==> config.mk <==
export PLATFORM = sky130hd
export DESIGN_NAME = cluster_delta_run_encoder_unit
export DESIGN_NICKNAME = d
export VERILOG_FILES = /design/src/rtl/cdre_pkg.sv /design/src/rtl/cdre_front.sv /design/src/rtl/cdre_queue.sv /design/src/rtl/cdre_back.sv /design/src/rtl/cluster_delta_run_encoder_unit.sv
export SDC_FILE = /design/constraint.sdc
export NUM_CORES = 1
export LEC_CHECK = 0
export ABC_AREA = 1
export BUFFER_PORTS_ARGS = -buffer_cell sky130_fd_sc_hd__buf_4
export CAP_MARGIN = 20
export CORE_AREA = 2 2 127 129
export DETAILED_ROUTE_END_ITERATION = 12
export DIE_AREA = 0 0 129 131
export GPL_ROUTABILITY_DRIVEN = 0
export PLACE_DENSITY_LB_ADDON = 0.12
export SYNTH_ARGS = -nofsm -noshare
export SYNTH_HDL_FRONTEND = slang
export SYNTH_SLANG_ARGS = --single-unit
==> constraint.sdc <==
create_clock -name clk -period 4 [get_ports clk]
set_input_delay 0.8 -clock clk [delete_from_list [all_inputs] [get_ports clk]]
set_output_delay 0.8 -clock clk [all_outputs]
set_load 0.01 [all_outputs]
==> src/rtl/cdre_pkg.sv <==
// ----------------------------------------------------------------------------
// cdre_pkg
// shared types, codes and constants of the cluster delta run encoder
// ----------------------------------------------------------------------------
package cdre_pkg;

    localparam int unsigned RUN_LEN_W     = 63;
    localparam int unsigned QUEUE_DEPTH_D = 4;

    // second stream cluster codes
    localparam logic [1:0] KIND_SKIP  = 2'd0;
    localparam logic [1:0] KIND_DATA  = 2'd1;
    localparam logic [1:0] KIND_DROP  = 2'd2;
    localparam logic [1:0] KIND_SPARE = 2'd3;

    // old image cluster codes
    localparam logic OLD_UNUSED = 1'b0;
    localparam logic OLD_DATA   = 1'b1;

    // tail codes
    localparam logic [1:0] TAIL_NONE    = 2'd0;
    localparam logic [1:0] TAIL_DISCARD = 2'd1;
    localparam logic [1:0] TAIL_KEEP    = 2'd2;
    localparam logic [1:0] TAIL_SPARE   = 2'd3;

    // transaction kinds on the input side
    localparam logic OP_CLUSTER = 1'b0;
    localparam logic OP_END     = 1'b1;

    // mode register values
    localparam logic MODE_DELTA = 1'b0;
    localparam logic MODE_PATCH = 1'b1;

    // record kinds on the output side
    localparam logic [1:0] REC_SKIP       = 2'd0;
    localparam logic [1:0] REC_DROP       = 2'd1;
    localparam logic [1:0] REC_DATA_OTHER = 2'd2;
    localparam logic [1:0] REC_DATA_OLD   = 2'd3;

    typedef logic [RUN_LEN_W-1:0] run_len_t;

    localparam run_len_t COUNT_MAX = {RUN_LEN_W{1'b1}};

    typedef enum logic [2:0] {
        CMD_FLUSH,
        CMD_EXT_SKIP,
        CMD_EXT_DROP,
        CMD_DATA_OTHER,
        CMD_DATA_OLD
    } cmd_t;

    typedef enum logic [1:0] {
        RUN_NONE,
        RUN_SKIP,
        RUN_DROP
    } run_kind_t;

    // front to queue
    typedef struct packed {
        logic valid;
        cmd_t cmd;
    } cmd_push_t;

    // queue head to back
    typedef struct packed {
        logic valid;
        cmd_t cmd;
    } cmd_head_t;

endpackage

==> src/rtl/cdre_front.sv <==
// ----------------------------------------------------------------------------
// cdre_front
// holds the mode register and makes a command of each undiscarded input
// ----------------------------------------------------------------------------
module cdre_front
(
    input  logic              clk,
    input  logic              rst_n,
    input  logic              cfg_valid,
    output logic              cfg_ready,
    input  logic              cfg_data,
    input  logic              in_valid,
    output logic              in_ready,
    input  logic              op,
    input  logic              old_kind,
    input  logic [1:0]        other_kind,
    input  logic              data_equal,
    input  logic [1:0]        tail,
    input  logic              queue_full,
    output cdre_pkg::cmd_push_t push
);

    logic mode_reg;
    logic mode_next;
    logic other_data;
    logic old_data;
    cdre_pkg::cmd_t cmd;
    logic           keep;

    assign cfg_ready = 1'b1;
    assign mode_next = (cfg_valid && cfg_ready) ? cfg_data : mode_reg;

    always_ff @(posedge clk or negedge rst_n)
    begin
        if (!rst_n)
        begin
            mode_reg <= cdre_pkg::MODE_DELTA;
        end
        else
        begin
            mode_reg <= mode_next;
        end
    end

    assign other_data = (other_kind != cdre_pkg::KIND_SKIP);
    assign old_data   = (old_kind == cdre_pkg::OLD_DATA);

    always_comb
    begin
        keep = 1'b1;
        cmd  = cdre_pkg::CMD_FLUSH;
        if (op == cdre_pkg::OP_END)
        begin
            cmd = cdre_pkg::CMD_FLUSH;
        end
        else if (tail == cdre_pkg::TAIL_DISCARD)
        begin
            keep = 1'b0;
        end
        else if (tail != cdre_pkg::TAIL_NONE)
        begin
            cmd = cdre_pkg::CMD_DATA_OTHER;
        end
        else if (mode_reg == cdre_pkg::MODE_DELTA)
        begin
            if ((old_data == other_data) && (!old_data || data_equal))
            begin
                cmd = cdre_pkg::CMD_EXT_SKIP;
            end
            else if (!other_data)
            begin
                cmd = cdre_pkg::CMD_EXT_DROP;
            end
            else
            begin
                cmd = cdre_pkg::CMD_DATA_OTHER;
            end
        end
        else
        begin
            if ((other_kind == cdre_pkg::KIND_DROP) ||
                (old_kind == cdre_pkg::OLD_UNUSED && other_kind == cdre_pkg::KIND_SKIP))
            begin
                cmd = cdre_pkg::CMD_EXT_SKIP;
            end
            else if (other_kind == cdre_pkg::KIND_SKIP)
            begin
                cmd = cdre_pkg::CMD_DATA_OLD;
            end
            else
            begin
                cmd = cdre_pkg::CMD_DATA_OTHER;
            end
        end
    end

    assign in_ready   = !queue_full;
    assign push.valid = in_valid && in_ready && keep;
    assign push.cmd   = cmd;

endmodule

==> src/rtl/cdre_queue.sv <==
// ----------------------------------------------------------------------------
// cdre_queue
// small command fifo between the front and the back
// ----------------------------------------------------------------------------
module cdre_queue
#(
    parameter int unsigned DEPTH = cdre_pkg::QUEUE_DEPTH_D
)
(
    input  logic                clk,
    input  logic                rst_n,
    input  cdre_pkg::cmd_push_t push,
    input  logic                pop,
    output logic                full,
    output cdre_pkg::cmd_head_t head
);

    localparam int unsigned PTR_W = $clog2(DEPTH);
    localparam int unsigned CNT_W = $clog2(DEPTH + 1);

    cdre_pkg::cmd_t   mem [DEPTH];
    logic [PTR_W-1:0] wr_ptr_reg;
    logic [PTR_W-1:0] wr_ptr_next;
    logic [PTR_W-1:0] rd_ptr_reg;
    logic [PTR_W-1:0] rd_ptr_next;
    logic [CNT_W-1:0] count_reg;
    logic [CNT_W-1:0] count_next;
    logic             do_push;
    logic             do_pop;

    assign full    = (count_reg == CNT_W'(DEPTH));
    assign do_push = push.valid && !full;
    assign do_pop  = pop && (count_reg != '0);

    always_comb
    begin
        wr_ptr_next = wr_ptr_reg;
        rd_ptr_next = rd_ptr_reg;
        count_next  = count_reg;
        if (do_push)
        begin
            wr_ptr_next = (wr_ptr_reg == PTR_W'(DEPTH - 1)) ? '0 : wr_ptr_reg + 1'b1;
        end
        if (do_pop)
        begin
            rd_ptr_next = (rd_ptr_reg == PTR_W'(DEPTH - 1)) ? '0 : rd_ptr_reg + 1'b1;
        end
        if (do_push && !do_pop)
        begin
            count_next = count_reg + 1'b1;
        end
        else if (!do_push && do_pop)
        begin
            count_next = count_reg - 1'b1;
        end
    end

    always_ff @(posedge clk or negedge rst_n)
    begin
        if (!rst_n)
        begin
            wr_ptr_reg <= '0;
            rd_ptr_reg <= '0;
            count_reg  <= '0;
        end
        else
        begin
            wr_ptr_reg <= wr_ptr_next;
            rd_ptr_reg <= rd_ptr_next;
            count_reg  <= count_next;
        end
    end

    always_ff @(posedge clk)
    begin
        if (do_push)
        begin
            mem[wr_ptr_reg] <= push.cmd;
        end
    end

    assign head.valid = (count_reg != '0);
    assign head.cmd   = mem[rd_ptr_reg];

endmodule

==> src/rtl/cdre_back.sv <==
// ----------------------------------------------------------------------------
// cdre_back
// run state, record generation and output register
// ----------------------------------------------------------------------------
module cdre_back
(
    input  logic                clk,
    input  logic                rst_n,
    input  cdre_pkg::cmd_head_t head,
    output logic                pop,
    output logic                out_valid,
    input  logic                out_ready,
    output logic [1:0]          record_kind,
    output cdre_pkg::run_len_t  run_length,
    output logic                last
);

    cdre_pkg::run_kind_t pending_reg;
    cdre_pkg::run_kind_t pending_next;
    cdre_pkg::run_len_t  count_reg;
    cdre_pkg::run_len_t  count_next;
    logic                out_valid_reg;
    logic                out_valid_next;
    logic [1:0]          out_kind_reg;
    logic [1:0]          out_kind_next;
    cdre_pkg::run_len_t  out_len_reg;
    cdre_pkg::run_len_t  out_len_next;
    logic                out_last_reg;
    logic                out_last_next;
    logic                out_free;
    logic                load;
    logic [1:0]          run_rec;
    cdre_pkg::run_kind_t ext_kind;
    logic                has_run;

    assign out_free = !out_valid_reg || out_ready;
    assign has_run  = (pending_reg != cdre_pkg::RUN_NONE);
    assign run_rec  = (pending_reg == cdre_pkg::RUN_SKIP) ? cdre_pkg::REC_SKIP
                                                          : cdre_pkg::REC_DROP;
    assign ext_kind = (head.cmd == cdre_pkg::CMD_EXT_SKIP) ? cdre_pkg::RUN_SKIP
                                                           : cdre_pkg::RUN_DROP;

    always_comb
    begin
        pop           = 1'b0;
        load          = 1'b0;
        pending_next  = pending_reg;
        count_next    = count_reg;
        out_kind_next = out_kind_reg;
        out_len_next  = out_len_reg;
        out_last_next = out_last_reg;
        if (head.valid && out_free)
        begin
            case (head.cmd)
                cdre_pkg::CMD_FLUSH:
                begin
                    pop           = 1'b1;
                    load          = has_run;
                    out_kind_next = run_rec;
                    out_len_next  = count_reg;
                    out_last_next = 1'b1;
                    pending_next  = cdre_pkg::RUN_NONE;
                    count_next    = '0;
                end
                cdre_pkg::CMD_EXT_SKIP, cdre_pkg::CMD_EXT_DROP:
                begin
                    pop = 1'b1;
                    if (pending_reg == ext_kind)
                    begin
                        if (count_reg != cdre_pkg::COUNT_MAX)
                        begin
                            count_next = count_reg + 1'b1;
                        end
                    end
                    else
                    begin
                        load          = has_run;
                        out_kind_next = run_rec;
                        out_len_next  = count_reg;
                        out_last_next = 1'b1;
                        pending_next  = ext_kind;
                        count_next    = cdre_pkg::run_len_t'(1);
                    end
                end
                cdre_pkg::CMD_DATA_OTHER, cdre_pkg::CMD_DATA_OLD:
                begin
                    load = 1'b1;
                    if (has_run)
                    begin
                        // flush the run first, data record follows next turn
                        out_kind_next = run_rec;
                        out_len_next  = count_reg;
                        out_last_next = 1'b0;
                        pending_next  = cdre_pkg::RUN_NONE;
                        count_next    = '0;
                    end
                    else
                    begin
                        pop           = 1'b1;
                        out_kind_next = (head.cmd == cdre_pkg::CMD_DATA_OLD)
                                        ? cdre_pkg::REC_DATA_OLD
                                        : cdre_pkg::REC_DATA_OTHER;
                        out_len_next  = '0;
                        out_last_next = 1'b1;
                    end
                end
                default:
                begin
                    pop = 1'b1;
                end
            endcase
        end
        if (load)
        begin
            out_valid_next = 1'b1;
        end
        else
        begin
            out_valid_next = out_valid_reg && !out_ready;
        end
    end

    always_ff @(posedge clk or negedge rst_n)
    begin
        if (!rst_n)
        begin
            pending_reg   <= cdre_pkg::RUN_NONE;
            count_reg     <= '0;
            out_valid_reg <= 1'b0;
        end
        else
        begin
            pending_reg   <= pending_next;
            count_reg     <= count_next;
            out_valid_reg <= out_valid_next;
        end
    end

    always_ff @(posedge clk)
    begin
        if (load)
        begin
            out_kind_reg <= out_kind_next;
            out_len_reg  <= out_len_next;
            out_last_reg <= out_last_next;
        end
    end

    assign out_valid   = out_valid_reg;
    assign record_kind = out_kind_reg;
    assign run_length  = out_len_reg;
    assign last        = out_last_reg;

endmodule

==> src/rtl/cluster_delta_run_encoder_unit.sv <==
// ----------------------------------------------------------------------------
// cluster_delta_run_encoder_unit
// folds classified cluster pairs into skip, drop and data command records
// ----------------------------------------------------------------------------
// one input transaction is taken per clock while the command queue has room;
// a transaction that only extends a run or is a discarded tail cluster gives
// no record, one that closes a run and starts another gives one record, and a
// data cluster behind a pending run gives two records, the run then the data.
// the output register is the single write port of the record stream, so
// sustained rate is one record per clock while the output is not stalled;
// input runs ahead of a stalled output by up to QUEUE_DEPTH commands. mode is
// taken at each input transaction, so write it only when the unit is drained.
// no clearing pass after reset.
// ----------------------------------------------------------------------------
module cluster_delta_run_encoder_unit
#(
    parameter int unsigned QUEUE_DEPTH = cdre_pkg::QUEUE_DEPTH_D
)
(
    input  logic        clk,
    input  logic        rst_n,
    // configuration write: mode
    input  logic        cfg_valid,
    output logic        cfg_ready,
    input  logic        cfg_data,
    // input stream
    input  logic        s_axis_tvalid,
    output logic        s_axis_tready,
    input  logic [7:0]  s_axis_tdata,   // old_kind, other_kind[1:0], data_equal, tail[1:0]
    input  logic        s_axis_tuser,   // op
    // record stream
    output logic        m_axis_tvalid,
    input  logic        m_axis_tready,
    output logic [63:0] m_axis_tdata,   // run_length[62:0]
    output logic [1:0]  m_axis_tuser,   // record_kind[1:0]
    output logic        m_axis_tlast    // last record of the input transaction
);

    cdre_pkg::cmd_push_t push;
    cdre_pkg::cmd_head_t head;
    logic                queue_full;
    logic                pop;
    cdre_pkg::run_len_t  run_length;

    // front: mode register and per-cluster classification
    cdre_front u_front
    (
        .clk        (clk),
        .rst_n      (rst_n),
        .cfg_valid  (cfg_valid),
        .cfg_ready  (cfg_ready),
        .cfg_data   (cfg_data),
        .in_valid   (s_axis_tvalid),
        .in_ready   (s_axis_tready),
        .op         (s_axis_tuser),
        .old_kind   (s_axis_tdata[0]),
        .other_kind (s_axis_tdata[2:1]),
        .data_equal (s_axis_tdata[3]),
        .tail       (s_axis_tdata[5:4]),
        .queue_full (queue_full),
        .push       (push)
    );

    // decouples classification from record output
    cdre_queue #(
        .DEPTH (QUEUE_DEPTH)
    ) u_queue
    (
        .clk   (clk),
        .rst_n (rst_n),
        .push  (push),
        .pop   (pop),
        .full  (queue_full),
        .head  (head)
    );

    // back: run tracking and record output register
    cdre_back u_back
    (
        .clk         (clk),
        .rst_n       (rst_n),
        .head        (head),
        .pop         (pop),
        .out_valid   (m_axis_tvalid),
        .out_ready   (m_axis_tready),
        .record_kind (m_axis_tuser),
        .run_length  (run_length),
        .last        (m_axis_tlast)
    );

    assign m_axis_tdata = {1'b0, run_length};

endmodule

### Yosys cells after proc, flatten, opt, wreduce, memory -nomap -nowiden

Memories as Yosys holds them, arrays and structs flattened.
Index checks and enable logic that the tools add are counted.

* register bits: 140
* bits of input ports: 15
* output and inout bits: 70
* RAM bits: 12
* memories: 1
* latch bits: 0
* logic and storage cells: 106
* memory bits (read-only): 0

Memory list
* u_queue.mem: depth 4, bits a word 3, read ports 1, clocked after Yosys merged registers in 0, write ports 1, RTL line cdre_queue.sv:21 `cdre_pkg::cmd_t mem [DEPTH];`

* equality and inequality tests: 16
* bitwise logic cells: 1
* divide/modulo/power cells: 0
* $add $sub $neg: 5
* multiplexer cells: 41
* multiply operators: 0
* order comparisons: 0
* shifts and indexed selects: 0
* reduce and logical (&&, ||, !) cells: 32

Operators by type and width (number)
* one-hot mux 63 bit (3 select lines): 2
* two-way mux 63 bit: 5
* adder 63 x 1 -> 63 bit, second input constant: 1
* != test 63 bit, second input constant: 1
* two-way mux 3 bit: 9
* two-way mux 1 bit: 14
* two-way mux 2 bit: 7
* one-hot mux 2 bit (3 select lines): 2
* AND reduction 4 bit: 3
* logical AND 1 bit: 10
* nonzero test 2 bit: 4
* == test 2 bit, second input constant: 3
* == test 3 x 2 -> 1 bit, second input constant: 2
* == test 3 bit, second input constant: 2
* zero test 1 bit: 6
* one-hot mux 1 bit (3 select lines): 2
* nonzero test 3 bit: 2
* adder 2 x 1 -> 2 bit, second input constant: 2
* == test 2 x 1 -> 1 bit, second input constant: 2
* OR reduction 2 bit: 2
* adder 3 x 1 -> 3 bit, second input constant: 1
* == test 3 x 1 -> 1 bit, second input constant: 1
* zero test 3 bit: 1
* logical OR 1 bit: 3
* 8 further kinds: 8

### Depth between registers and ports, before layout

* depth after elaboration: 9
* depth in mapped cells: 16
* gate-level depth less buffers: 15

### By module

A second synthesis with hierarchy kept.

* cell total of the unflattened synthesis: 1118
* area, all modules: 8813.5 µm²

By module, submodules not included
* cdre_back: cells an instance 990, seq. area each 3633.5 µm², times used 1, area an instance 7677.4 µm²
* cdre_queue: cells an instance 94, seq. area each 535.5 µm², times used 1, area an instance 948.4 µm²
* cdre_front: cells an instance 32, seq. area each 25.0 µm², times used 1, area an instance 176.4 µm²
* cluster_delta_run_encoder_unit: cells an instance 2, seq. area each 0.0 µm², times used 1, area an instance 11.3 µm²

### Worst setup path after synthesis

OpenSTA, ideal clock, no wires.

* path kind: register -> register
* start point: reg u_queue.rd_ptr_reg[0]
* end point: reg u_back.out_last_reg (netlist: u_back.last), enable pin
* stages on the path, launching flop included: 13
* period minus slack after synthesis: 2.973 ns
* path slack: 1.027 ns
* arrival: 2.553 ns
* data required time: 3.580 ns
* path buffers: 1
* library setup time: 0.420 ns
* cell sequence: dfrtp_1 > buf_4 > inv_4 > nand2_1 > nand3_1 > nand2_2 > nand2_1 > nand3_1 > inv_1 > a21oi_1 > nand2_1 > nand2_1 > inv_1

* cells in the longest elaborated chain, start to end: 8
* elaborated cells between the ends (all ways): 16
* classes of those cells: 6 x eq/ne; 4 x mux; 5 x reduce/logical; 1 x memory

Ends and longest elaborated chain
* start: declaration: RTL line cdre_queue.sv:24 `logic [PTR_W-1:0] rd_ptr_reg;`
* start signal: assignment: RTL line cdre_queue.sv:69 `rd_ptr_reg <= rd_ptr_next;`
* memory read (4 x 3 bit) *
* == test 3 x 1 -> 1 bit: RTL line cdre_back.sv:40, cdre_back.sv:54
* two-way mux 2 bit: RTL line cdre_back.sv:40 `assign ext_kind = (head.cmd == cdre_pkg::CMD_EXT_SKIP) ? cdre_pkg::RUN_SKIP`
* == test 2 bit: RTL line cdre_back.sv:68 `if (pending_reg == ext_kind)`
* two-way mux 1 bit: RTL line cdre_back.sv:68
* one-hot mux 1 bit (3 select lines): RTL line cdre_back.sv:54 `case (head.cmd)`
* two-way mux 1 bit: RTL line cdre_back.sv:52 `if (head.valid && out_free)`
* AND reduction 4 bit (no source line) *
* end signal: assignment: RTL line cdre_back.sv:145 `out_last_reg <= out_last_next;`
* end: declaration: RTL line cdre_back.sv:28 `logic out_last_reg;`

Every way passes the cells marked *; elsewhere a longest branch is shown, timed or not.
A chain may end at the register's enable or synchronous reset.

### Final worst setup path

* start point: reg u_back.count_reg[0]
* end point: reg u_back.count_reg[31]

* cells in the longest elaborated chain, start to end: 4
* elaborated cells between the ends (all ways): 7
* classes of those cells: 1 x add/sub; 2 x eq/ne; 3 x mux; 1 x reduce/logical

Ends and longest elaborated chain
* start: declaration: RTL line cdre_back.sv:20 `cdre_pkg::run_len_t count_reg;`
* start signal: assignment: RTL line cdre_back.sv:134 `count_reg <= count_next;`
* adder 63 x 1 -> 63 bit: RTL line cdre_back.sv:72 `count_next = count_reg + 1'b1;`
* two-way mux 63 bit: RTL line cdre_back.sv:70 `if (count_reg != cdre_pkg::COUNT_MAX)`
* two-way mux 63 bit: RTL line cdre_back.sv:68
* one-hot mux 63 bit (3 select lines): RTL line cdre_back.sv:54

Several ways; a longest one is shown, not always the timed one. The select of a mux whose other input is x is not followed.

==> results.json <==
{
  "seqPwrFrac": 0.351,
  "antenna_cells": 0,
  "grt.overflow.total": 0,
  "drt_iter0_drc": 625,
  "place.port_buffers": 80,
  "status": "finished, final reports clean",
  "antenna_found_initial": 0,
  "fin_skew_ns": 0.007292,
  "die_x_um": 129,
  "required_ns": 4.36,
  "place_area_sq_um": 9184,
  "grt_max_degree": 75,
  "power_switching_mw": 2.560,
  "reg2reg_slack_ns": 1.24,
  "drive_gt1_frac": 0.1136,
  "synth_top_area_cell": "edfxtp_1",
  "synth_area_leaders": "edfxtp_1 28%, dfrtp_1 22%, nand2_1 18%, nor2_1 11%, xor2_1 4.8%",
  "dr_total_vias": 7066,
  "die_area_sq_um": 16900,
  "cts_tree": "done",
  "cp_max_fo": 35,
  "ys_ff_latch": 152,
  "final_common_cell": "nand2_1",
  "finalSetupViolCount": 0,
  "r2r_cells": 12,
  "power.internal_mw": 4.212,
  "yosys_warnings": 0,
  "clock_path_buffers": 2,
  "syn_area_sq_um": 8446,
  "power_density_nw_per_um2": 684.6,
  "synth_top_area_frac": 0.2773,
  "grt_pass1_wl_um": 32040,
  "wl_per_cell_um": 13.89,
  "critPathArrivalTime_ns": 3.12,
  "cts.sinks": 152,
  "end_kind": "register",
  "clock_latency_ns": 0.43,
  "core-area_sq_um": 15600,
  "nFillCells": 1400,
  "min_period_over_period": 0.6896,
  "worstReg2RegStart": "u_back.count_reg[0]",
  "multi_input_area_sq_um": 3664,
  "via_per_inst": 5.001,
  "cp-start-kind": "register",
  "min_path_type": "input pin to asynchronous set/reset pin",
  "clkTransAtPathRegs_ns": 0.06,
  "grt_usage": 0.2463,
  "setup_tns_ns": 0,
  "combPwrFrac": 0.381,
  "ys_async_sr_fraction": 0.4868,
  "startpoint": "u_back.count_reg[0]",
  "firstDrtPassIters": 5,
  "rsz0062_at_grt": "no",
  "slew_headroom": 0.4342,
  "max_freq_mhz": 362.5,
  "p_leak_nw": 4.046,
  "hold_buffers": 0,
  "stdcell_area_sq_um": 9893,
  "slew_viol_final": 0,
  "synthFlopType": "edfxtp_1",
  "worstReg2RegEnd": "u_back.count_reg[31]",
  "worst-setup-path-type": "register to register",
  "ioPinCount": 85,
  "worstSetupEndpoint": "u_back.count_reg[31]",
  "routed_wl_um": 19630,
  "register_area_sq_um": 4194,
  "synth_cell_type_count": 34,
  "num_rows": 46,
  "synthCells": 1106,
  "cts_htree_levels": 4,
  "tightest_slew_ns": 0.8487,
  "holdWs_ns": 0.3013,
  "synth_fp_nets": 1130,
  "final_cell_mix": "402 x nand2_1, 246 x nor2_1, 101 x inv_1, 82 x buf_4, 78 x edfxtp_1",
  "final_antenna_net_count": 0,
  "post-cts-setup-buffer-count": 0,
  "synth_area_per_cell_sq_um": 7.636,
  "post_cts_resized": 0,
  "peakVddDrop_mv": 0.6097,
  "syn_to_final_growth_pct": 17.14,
  "pwr-share-clk": 0.268,
  "dp_hpwl_um": 13870,
  "cts_root_buf": "clkbuf_16",
  "hold_viol": 0,
  "die_height_um": 131,
  "switching_share": 0.3781,
  "drc_errors": 0,
  "yosysSeqAreaShare": 0.4966,
  "synth-edff-count": 78,
  "first_global_vias": 6529,
  "cap_violations": 0,
  "fin_nets": 1208,
  "start_util": 0.5415,
  "post-route-min-period_ns": 2.758,
  "numCtsBuffers": 17
}
-- Yosys cell counts (8+ instances only) --
cell      count
nand4_1      10
xor2_1       46
edfxtp_1     78
nand3_1      44
ha_1          8
dfrtp_1      74
nor2_1      246
inv_1       102
and2_1       12
buf_4         9
nand2_1     402
o21ai_0      11
nor3_1        8
-- worst min-delay path by stage --
stage	from	endpoint	slack, ns	cells after the start
after floorplan	u_back.count_reg[61]	u_back.count_reg[61]	0.47	2
after global placement	u_back.count_reg[61]	u_back.count_reg[61]	0.49	2
after detailed placement	u_back.count_reg[61]	u_back.count_reg[61]	0.50	2
after CTS	u_back.count_reg[61]	u_back.count_reg[61]	0.52	2
after global routing	rst_n	u_back.count_reg[48]	0.33	1
final	rst_n	u_back.count_reg[48]	0.30	1
-- cells by family (layout without fill, tap and decap cells) --
group                      Yosys count  count (layout)  synth area share
other                                2               2         0.0008892
and+or+nand+nor                    741             741            0.3535
AOI/OAI and AO/OA                   19              19           0.01274
muxes                                2               2          0.002666
DFF                                152             152            0.4966
xor gates and xnor gates            48              48           0.04978
buffers and inverters              133             224           0.06963
adders and majority gates            9               9           0.01422
-- layer usage --
layer	wire, um	up-vias	GRT usage	share of wire
li1	-	3566	-	-
met1	9144	3259	0.3374	0.47
met2	9025	211	0.3943	0.46
met3	994	30	0.04112	0.051
met4	463	0	0.09910	0.024
met5	0	-	0	0
-- power by group through the flow --
stage	logic [mW]	clock network, mW	registers [mW]
after floorplan	1.64	0	2.58
after global placement	2.52	0	2.40
after detailed placement	2.56	0	2.40
after CTS	2.57	1.83	2.38
after global routing	2.85	1.89	2.42
final	2.58	1.81	2.38
-- area by class of cell --
type                    instances  area share
flip-flops and latches        152      0.4239
multi-input cells             821      0.3703
repair buffers                 86     0.07108
clock buffers                  21     0.04452
inverters                     106     0.04047
well taps                     216     0.02732
clock inverters                11     0.02239
-- per-stage QoR --
stage	cells	utilization	power, mW	setup WS [ns]
final	1413	0.6343	6.773	1.242
after floorplan	1106	-	4.227	1.027
after CTS	1411	0.6312	6.776	1.244
after detailed placement	1379	0.5888	4.959	1.296
after global routing	1413	0.6343	7.167	0.9966
after global placement	1379	0.5888	4.919	1.313
-- worst max-delay path: stages, from the launching register on --
cell     delay, ns
dfrtp_1       0.50
ha_1          0.26
nand2_1       0.07
nor2_1        0.19
nand2_2       0.12
nor2_4        0.24
nand4_1       0.17
nor2_1        0.13
nand2_1       0.08
nand2_2       0.47
buf_12        0.28
nand2_1       0.08
nand2_1       0.08
Note: power is estimated with default switching activity, not from simulation.
